<file path="config.mk">
export PLATFORM = sky130hd
export DESIGN_NAME = device_slot_table_core
export DESIGN_NICKNAME = d
export VERILOG_FILES = /design/src/rtl/dst_pkg.sv /design/src/rtl/dst_cell.sv /design/src/rtl/device_slot_table_core.sv
export SDC_FILE = /design/constraint.sdc
export NUM_CORES = 2
export LEC_CHECK = 0
export CAP_MARGIN = 20
export CORE_ASPECT_RATIO = 2
export CORE_UTILIZATION = 55
export DETAILED_ROUTE_END_ITERATION = 6
export DONT_BUFFER_PORTS = 1
export HOLD_SLACK_MARGIN = 0.08
export PLACE_DENSITY = 0.68
export SYNTH_ARGS = -nofsm -noshare
export SYNTH_HDL_FRONTEND = slang
export SYNTH_SLANG_ARGS = --single-unit
</file>
<file path="constraint.sdc">
create_clock -name clk -period 13.1 [get_ports clk]
set_input_delay 0.655 -clock clk [delete_from_list [all_inputs] [get_ports clk]]
set_output_delay 0.655 -clock clk [all_outputs]
set_load 0.03 [all_outputs]
</file>
<file path="src/rtl/dst_pkg.sv">
// dst_pkg: shared constants, request/status codes and inter-module structs
// for the device slot table. No dependencies.
package dst_pkg;

  localparam int SLOT_COUNT = 8;
  localparam int SLOT_W     = (SLOT_COUNT > 1) ? $clog2(SLOT_COUNT) : 1;
  localparam int CNT_W      = 4;
  localparam int ID_W       = 32;
  localparam int WORD_W     = 64;
  localparam int QI_W       = 8;
  localparam int REQ_W      = 3;
  localparam int STATUS_W   = 3;
  localparam int EVENT_W    = 2;
  localparam int OUT_SLOT_W = 3;
  localparam int WR_OP_W    = 2;

  localparam logic [REQ_W-1:0] REQ_CONNECT    = 3'd0;
  localparam logic [REQ_W-1:0] REQ_DISCONNECT = 3'd1;
  localparam logic [REQ_W-1:0] REQ_UPDATE     = 3'd2;
  localparam logic [REQ_W-1:0] REQ_PUBLISH    = 3'd3;
  localparam logic [REQ_W-1:0] REQ_DISC_ALL   = 3'd4;
  localparam logic [REQ_W-1:0] REQ_NTH        = 3'd5;
  localparam logic [REQ_W-1:0] REQ_BY_SLOT    = 3'd6;
  localparam logic [REQ_W-1:0] REQ_FIND       = 3'd7;

  localparam logic [STATUS_W-1:0] ST_OK       = 3'd0;
  localparam logic [STATUS_W-1:0] ST_INVALID  = 3'd1;
  localparam logic [STATUS_W-1:0] ST_DUP      = 3'd2;
  localparam logic [STATUS_W-1:0] ST_FULL     = 3'd3;
  localparam logic [STATUS_W-1:0] ST_NOTFOUND = 3'd4;

  localparam logic [EVENT_W-1:0] EV_NONE = 2'd0;
  localparam logic [EVENT_W-1:0] EV_CONN = 2'd1;
  localparam logic [EVENT_W-1:0] EV_DISC = 2'd2;

  localparam logic [WR_OP_W-1:0] WR_CONNECT = 2'd0;
  localparam logic [WR_OP_W-1:0] WR_FREE    = 2'd1;
  localparam logic [WR_OP_W-1:0] WR_DESC    = 2'd2;
  localparam logic [WR_OP_W-1:0] WR_STATE   = 2'd3;

  // request fields broadcast to every cell
  typedef struct packed {
    logic [REQ_W-1:0]  req_type;
    logic [ID_W-1:0]   device_id;
    logic [WORD_W-1:0] payload;
    logic [QI_W-1:0]   query_index;
  } bcast_t;

  // table write command, acted on by the addressed cell
  typedef struct packed {
    logic               en;
    logic [SLOT_W-1:0]  slot;
    logic [WR_OP_W-1:0] op;
  } wr_t;

  // search token passed cell to cell
  typedef struct packed {
    logic              valid;
    logic              hit;
    logic              more;
    logic [SLOT_W-1:0] hit_slot;
    logic [ID_W-1:0]   hit_device;
    logic [WORD_W-1:0] hit_descriptor;
    logic [WORD_W-1:0] hit_state;
    logic              free_found;
    logic [SLOT_W-1:0] free_slot;
    logic [QI_W-1:0]   remaining;
  } token_t;

endpackage

</file>
<file path="src/rtl/dst_cell.sv">
// dst_cell: one table slot plus its stage of the search token chain.
// Depends on dst_pkg.
module dst_cell (
  input  logic                     clk,
  input  logic                     rst,
  input  logic [dst_pkg::SLOT_W-1:0] idx,
  input  dst_pkg::bcast_t          bc,
  input  dst_pkg::wr_t             wr,
  input  dst_pkg::token_t          tok_in,
  output dst_pkg::token_t          tok_out
);
  import dst_pkg::*;

  logic              valid;
  logic [ID_W-1:0]   device;
  logic [WORD_W-1:0] descriptor;
  logic [WORD_W-1:0] state;
  logic              wr_here;
  logic              cand;
  token_t            tok_next;
  token_t            tok_q;

  assign wr_here = wr.en && (wr.slot == idx);

  always_ff @(posedge clk) begin
    if (rst) begin
      valid <= 1'b0;
    end else if (wr_here) begin
      case (wr.op)
        WR_CONNECT: valid <= 1'b1;
        WR_FREE:    valid <= 1'b0;
        default:    valid <= valid;
      endcase
    end
  end

  always_ff @(posedge clk) begin
    if (wr_here) begin
      case (wr.op)
        WR_CONNECT: begin
          device     <= bc.device_id;
          descriptor <= bc.payload;
          state      <= '0;
        end
        WR_DESC:  descriptor <= bc.payload;
        WR_STATE: state <= bc.payload;
        default: begin
        end
      endcase
    end
  end

  always_comb begin
    case (bc.req_type)
      REQ_NTH:      cand = valid && (tok_in.remaining == '0);
      REQ_BY_SLOT:  cand = valid && (QI_W'(idx) == bc.query_index);
      REQ_DISC_ALL: cand = valid;
      default:      cand = valid && (device == bc.device_id);
    endcase
  end

  always_comb begin
    tok_next = tok_in;
    if (!tok_in.hit && cand) begin
      tok_next.hit            = 1'b1;
      tok_next.hit_slot       = idx;
      tok_next.hit_device     = device;
      tok_next.hit_descriptor = descriptor;
      tok_next.hit_state      = state;
    end
    if (tok_in.hit && valid) begin
      tok_next.more = 1'b1;
    end
    if (!tok_in.free_found && !valid) begin
      tok_next.free_found = 1'b1;
      tok_next.free_slot  = idx;
    end
    if (valid && !tok_in.hit && (tok_in.remaining != '0)) begin
      tok_next.remaining = tok_in.remaining - QI_W'(1);
    end
  end

  always_ff @(posedge clk) begin
    if (rst) begin
      tok_q <= '0;
    end else begin
      tok_q <= tok_next;
    end
  end

  assign tok_out = tok_q;

endmodule

</file>
<file path="src/rtl/device_slot_table_core.sv">
// device_slot_table_core: top level, request sequencer over a row of dst_cell slots.
// Flow: an accepted request walks a search token through the cells, one cell per cycle,
// then the decision registers the result; next request accepted after the result is taken.
// Disconnect-all: one token walk per emitted result.
// Reset: all slots empty, count zero, no result pending; slot contents are not cleared.
module device_slot_table_core
  import dst_pkg::*;
(
  input  logic                         clk,
  input  logic                         rst,
  input  logic                         in_valid,
  output logic                         in_ready,
  input  logic [dst_pkg::REQ_W-1:0]    req_type,
  input  logic [dst_pkg::ID_W-1:0]     device_id,
  input  logic [dst_pkg::WORD_W-1:0]   payload,
  input  logic [dst_pkg::QI_W-1:0]     query_index,
  output logic                         out_valid,
  input  logic                         out_ready,
  output logic [dst_pkg::STATUS_W-1:0] status,
  output logic [dst_pkg::OUT_SLOT_W-1:0] slot,
  output logic [dst_pkg::EVENT_W-1:0]  event_res,
  output logic [dst_pkg::ID_W-1:0]     device_out,
  output logic [dst_pkg::WORD_W-1:0]   descriptor_out,
  output logic [dst_pkg::WORD_W-1:0]   state_out,
  output logic [dst_pkg::CNT_W-1:0]    connected_count,
  output logic                         last
);

  localparam logic [1:0] S_IDLE = 2'd0;
  localparam logic [1:0] S_SCAN = 2'd1;
  localparam logic [1:0] S_OUT  = 2'd2;

  logic [1:0]       fsm;
  logic             start;
  logic [CNT_W-1:0] count;
  bcast_t           bc;
  wr_t              wr;
  token_t           tok [SLOT_COUNT+1];
  token_t           fin;
  logic             decide;

  logic                emit;
  logic                fail;
  logic [STATUS_W-1:0] fail_status;
  logic [STATUS_W-1:0] r_status;
  logic [SLOT_W-1:0]   r_slot;
  logic [EVENT_W-1:0]  r_event;
  logic [ID_W-1:0]     r_dev;
  logic [WORD_W-1:0]   r_desc;
  logic [WORD_W-1:0]   r_state;
  logic                r_last;
  logic [CNT_W-1:0]    count_next;

  assign in_ready = (fsm == S_IDLE);

  always_comb begin
    tok[0]           = '0;
    tok[0].valid     = start;
    tok[0].remaining = bc.query_index;
  end

  for (genvar i = 0; i < SLOT_COUNT; i++) begin : g_cell
    dst_cell u_cell (
      .clk     (clk),
      .rst     (rst),
      .idx     (SLOT_W'(i)),
      .bc      (bc),
      .wr      (wr),
      .tok_in  (tok[i]),
      .tok_out (tok[i+1])
    );
  end

  assign fin    = tok[SLOT_COUNT];
  assign decide = (fsm == S_SCAN) && fin.valid;

  always_comb begin
    emit        = 1'b1;
    fail        = 1'b0;
    fail_status = ST_NOTFOUND;
    r_status    = ST_OK;
    r_slot      = fin.hit_slot;
    r_event     = EV_NONE;
    r_dev       = fin.hit_device;
    r_desc      = fin.hit_descriptor;
    r_state     = fin.hit_state;
    r_last      = 1'b1;
    count_next  = count;
    wr          = '0;
    wr.slot     = fin.hit_slot;
    case (bc.req_type)
      REQ_CONNECT: begin
        if (bc.device_id == '0) begin
          fail        = 1'b1;
          fail_status = ST_INVALID;
        end else if (fin.hit) begin
          fail        = 1'b1;
          fail_status = ST_DUP;
        end else if (!fin.free_found) begin
          fail        = 1'b1;
          fail_status = ST_FULL;
        end else begin
          r_slot     = fin.free_slot;
          r_dev      = bc.device_id;
          r_desc     = bc.payload;
          r_state    = '0;
          r_event    = EV_CONN;
          count_next = count + CNT_W'(1);
          wr.en      = 1'b1;
          wr.slot    = fin.free_slot;
          wr.op      = WR_CONNECT;
        end
      end
      REQ_DISCONNECT: begin
        fail       = !fin.hit;
        r_event    = EV_DISC;
        count_next = count - CNT_W'(1);
        wr.en      = 1'b1;
        wr.op      = WR_FREE;
      end
      REQ_UPDATE: begin
        fail   = !fin.hit;
        r_desc = bc.payload;
        wr.en  = 1'b1;
        wr.op  = WR_DESC;
      end
      REQ_PUBLISH: begin
        fail    = !fin.hit;
        r_state = bc.payload;
        wr.en   = 1'b1;
        wr.op   = WR_STATE;
      end
      REQ_DISC_ALL: begin
        emit       = fin.hit;
        r_event    = EV_DISC;
        r_last     = !fin.more;
        count_next = fin.hit ? (count - CNT_W'(1)) : count;
        wr.en      = fin.hit;
        wr.op      = WR_FREE;
      end
      default: begin
        fail = !fin.hit;
      end
    endcase
    if (fail) begin
      r_status   = fail_status;
      r_slot     = '0;
      r_event    = EV_NONE;
      r_dev      = '0;
      r_desc     = '0;
      r_state    = '0;
      r_last     = 1'b1;
      count_next = count;
      wr.en      = 1'b0;
    end
    wr.en = wr.en && decide;
  end

  always_ff @(posedge clk) begin
    if (rst) begin
      fsm       <= S_IDLE;
      start     <= 1'b0;
      count     <= '0;
      out_valid <= 1'b0;
    end else begin
      case (fsm)
        S_IDLE: begin
          start <= in_valid;
          if (in_valid) begin
            bc.req_type    <= req_type;
            bc.device_id   <= device_id;
            bc.payload     <= payload;
            bc.query_index <= query_index;
            fsm            <= S_SCAN;
          end
        end
        S_SCAN: begin
          start <= 1'b0;
          if (fin.valid) begin
            count <= count_next;
            if (emit) begin
              out_valid       <= 1'b1;
              status          <= r_status;
              slot            <= OUT_SLOT_W'(r_slot);
              event_res       <= r_event;
              device_out      <= r_dev;
              descriptor_out  <= r_desc;
              state_out       <= r_state;
              connected_count <= count_next;
              last            <= r_last;
              fsm             <= S_OUT;
            end else begin
              fsm <= S_IDLE;
            end
          end
        end
        S_OUT: begin
          start <= out_ready && (bc.req_type == REQ_DISC_ALL) && !last;
          if (out_ready) begin
            out_valid <= 1'b0;
            if ((bc.req_type == REQ_DISC_ALL) && !last) begin
              fsm <= S_SCAN;
            end else begin
              fsm <= S_IDLE;
            end
          end
        end
        default: begin
          start <= 1'b0;
          fsm   <= S_IDLE;
        end
      endcase
    end
  end

endmodule

</file>
==> flow_summary.yaml <==
outcome:
  outcome: "complete, but fails checks"
  violations: "max-slew violations"
timing:
  tightest_slew_ns: 2.16
  finalCritPeriodShare: 0.474
  rsz0062_at_grt: "no"
  fmax_ghz: 0.161
  slew_headroom: -0.437
  setup_ws_ns: 6.89
  maxSlewViolCount: 408
  finClkSkew_ns: 0.0575
  period_minus_slack_ns: 6.21
  finalHoldViolations: 0
  setup_tns_ns: 0
  hold_slack_ns: 0.367
  setup_viol: 0
placed_design:
  place_inst: 10681
  gp_congestion: 1.00
  io_buffers: 0
  dpl_worst_slack_ns: 7.09
  dpl.hpwl_mm: 188
logic_synthesis:
  syn-num-nets: 8723
  avgSynthCellArea_um2: 12.9
  synth-edff-count: 1560
  synth_cell_types: 64
  syn-cell-area_um2: 111000
  ys.flop_type: "edfxtp_1"
  synthArstFlopShare: 0
  synthesis.instances: 8590
  yosysSeqAreaShare: 0.676
  ys_warn_count: 0
  ys_ff_latch: 2977
setup_path:
  crit_cells: 7
  ff2ff_path_depth: 7
  crit_arrival_ns: 6.72
  worst-path-buf-inv: 2
  endpoint_kind: "flip-flop"
  rrSetupSlack_ns: 6.89
  path_delay_family: "simple AND/OR/NAND/NOR gates"
  cp_cell_sequence: "nor4_1 > nand4_1 > o211ai_1 > buf_12 > mux2i_1 > nor2b_4 > buf_4"
  critPathKind: "reg2reg"
  crit_required_ns: 13.61
  cp_slowest_cell: "nor2b_4"
  start_kind: "flip-flop"
  cp_slowest_stage_delay_ns: 0.96
  critPathMaxFanout: 108
route:
  vias: 66348
  firstDrtPassIters: 6
  routed_wl_mm: 322
  wl_per_cell_um: 28.5
  drt_iter0_drc: 6282
  ant_nets: 0
  route.detailed.drc: 0
  viasPerCell: 5.89
final_layout:
  final_cell_mix: "1613 x nand2b_1, 1560 x edfxtp_1, 1417 x dfxtp_1"
  syn_to_final_growth_pct: 10.5
  nFillCells: 15554
  layoutNonFillerInstCount: 11272
  fin_nets: 8601
  multi_input_area_um2: 33400
  area.sequential_um2: 75200
  final_common_cell: "nand2b_1"
  drive_gt1_frac: 0.0783
clock_network:
  clockRootBuffer: "clkbuf_16"
  cts_resized: 0
  clock_sinks: 2977
  clk_pin_slew_worst_paths_ns: 0.07
  clock_path_buffers: 4
  cts_max_level: 4
  cts_made_buffers: 245
  hold_buffers: 114
  cts_tree: "yes"
  clock_latency_ns: 0.92
  postCtsSetupBuffers: 0
hold_path:
  holdCritPathClass: "in2reg"
  holdPathStages: 1
floorplanning:
  die_w_um: 320
  core_area_um2: 201000
  die_area_um2: 204000
  dieHeight_um: 638
  start_util: 0.553
  floorplan.rows: 233
  ioPinCount: 286
flow_run:
  drv_cap: 0
global_route:
  antenna_found_initial: 24
  track_usage: 0.311
  grt_overflow: 0
  grt_max_degree: 2133
  grt_pass1_vias: 65807
  grt_pass1_wl_mm: 459
pwr:
  p_total_uw: 18000
  p_leak_uw: 0.0395
  power_density_nw_per_um2: 146
  peakVddDrop_uv: 171
==> cells by family after synthesis <==
logic type               count (synthesis)  synth area share
AO/OA/AOI/OAI                          917            0.0460
XOR/XNOR                               307            0.0242
adder cells (fa/ha/maj)                 22           0.00247
buffers and inverters                  665            0.0261
flip-flops                            2977             0.676
multiplexers                           646            0.0582
AND/OR/NAND/NOR                       3056             0.167
==> state kept, by name, summed over array words and instances, names as in the netlist, 2 cells and up <==
name                      flops
bc                          107
connected_count               4
count                         4
descriptor_out               64
device_out                   32
event_res                     2
fsm                           2
g_cell.u_cell.descriptor    512
g_cell.u_cell.device        256
g_cell.u_cell.state         512
g_cell.u_cell.tok_out      1401
g_cell.u_cell.valid           8
slot                          3
state_out                    64
status                        3
==> final cells by class <==
| class | count | share of cell area |
|---|---|---|
| multi-input cells | 4948 | 0.272 |
| repair buffers | 255 | 0.0202 |
| flip-flops and latches | 2977 | 0.612 |
| clock inverters | 135 | 0.0120 |
| well taps | 2585 | 0.0263 |
| inverters | 41 | 0.00125 |
| clock buffers | 320 | 0.0559 |
| diodes | 11 | 0.000224 |
==> metrics by stage <==
step | utilization | instance area [um2]
after global routing | 0.611 | 123000
final | 0.611 | 123000
after CTS | 0.610 | 123000
after global placement | 0.562 | 113000
after detailed placement | 0.562 | 113000
after floorplan | - | 111000
==> per-layer routing <==
metal	vias to the layer above	GRT usage	share of wire
met2	2439	0.542	0.50
met1	33430	0.355	0.36
met3	824	0.0514	0.065
met5	-	0	0.000081
li1	29651	-	-
met4	4	0.194	0.071
==> synth_stat cells, types with 11 or more instances <==
cell | number | area share
a211oi_1 | 12 | 0.00081
a21oi_1 | 361 | 0.016
and2_1 | 230 | 0.013
buf_1 | 15 | 0.00051
buf_2 | 160 | 0.0072
clkbuf_1 | 421 | 0.014
dfxtp_1 | 1417 | 0.26
edfxtp_1 | 1560 | 0.42
ha_1 | 22 | 0.0025
inv_1 | 41 | 0.0014
mux2i_1 | 643 | 0.058
nand2_1 | 291 | 0.0098
nand2b_1 | 1613 | 0.091
nand3_1 | 244 | 0.011
nand4_1 | 66 | 0.0037
nand4b_1 | 321 | 0.025
nor2_1 | 153 | 0.0052
nor2b_1 | 30 | 0.0017
nor3_1 | 23 | 0.0010
nor3b_1 | 11 | 0.00074
nor4_1 | 38 | 0.0021
o21ai_0 | 410 | 0.018
o21ai_2 | 79 | 0.0062
xnor2_1 | 254 | 0.020
xor2_1 | 53 | 0.0042
==> worst paths after layout <==
kind / start / to
worst min-delay path: payload[37] / bc[45]
worst min register to register: g_cell[0].u_cell.valid / g_cell[0].u_cell.tok_out[11]
worst max register to register: bc[78] / g_cell[6].u_cell.state[36]
worst max-delay path: bc[78] / g_cell[6].u_cell.state[36]
==> report_power, final <==
part | total (uW) | internal [uW] | switching [uW]
logic | 449 | 175 | 274
clock network | 7680 | 4300 | 3380
registers | 9830 | 9770 | 54.0
total | 18000 | 14300 | 3710
Power figures use the tool's default switching activity.
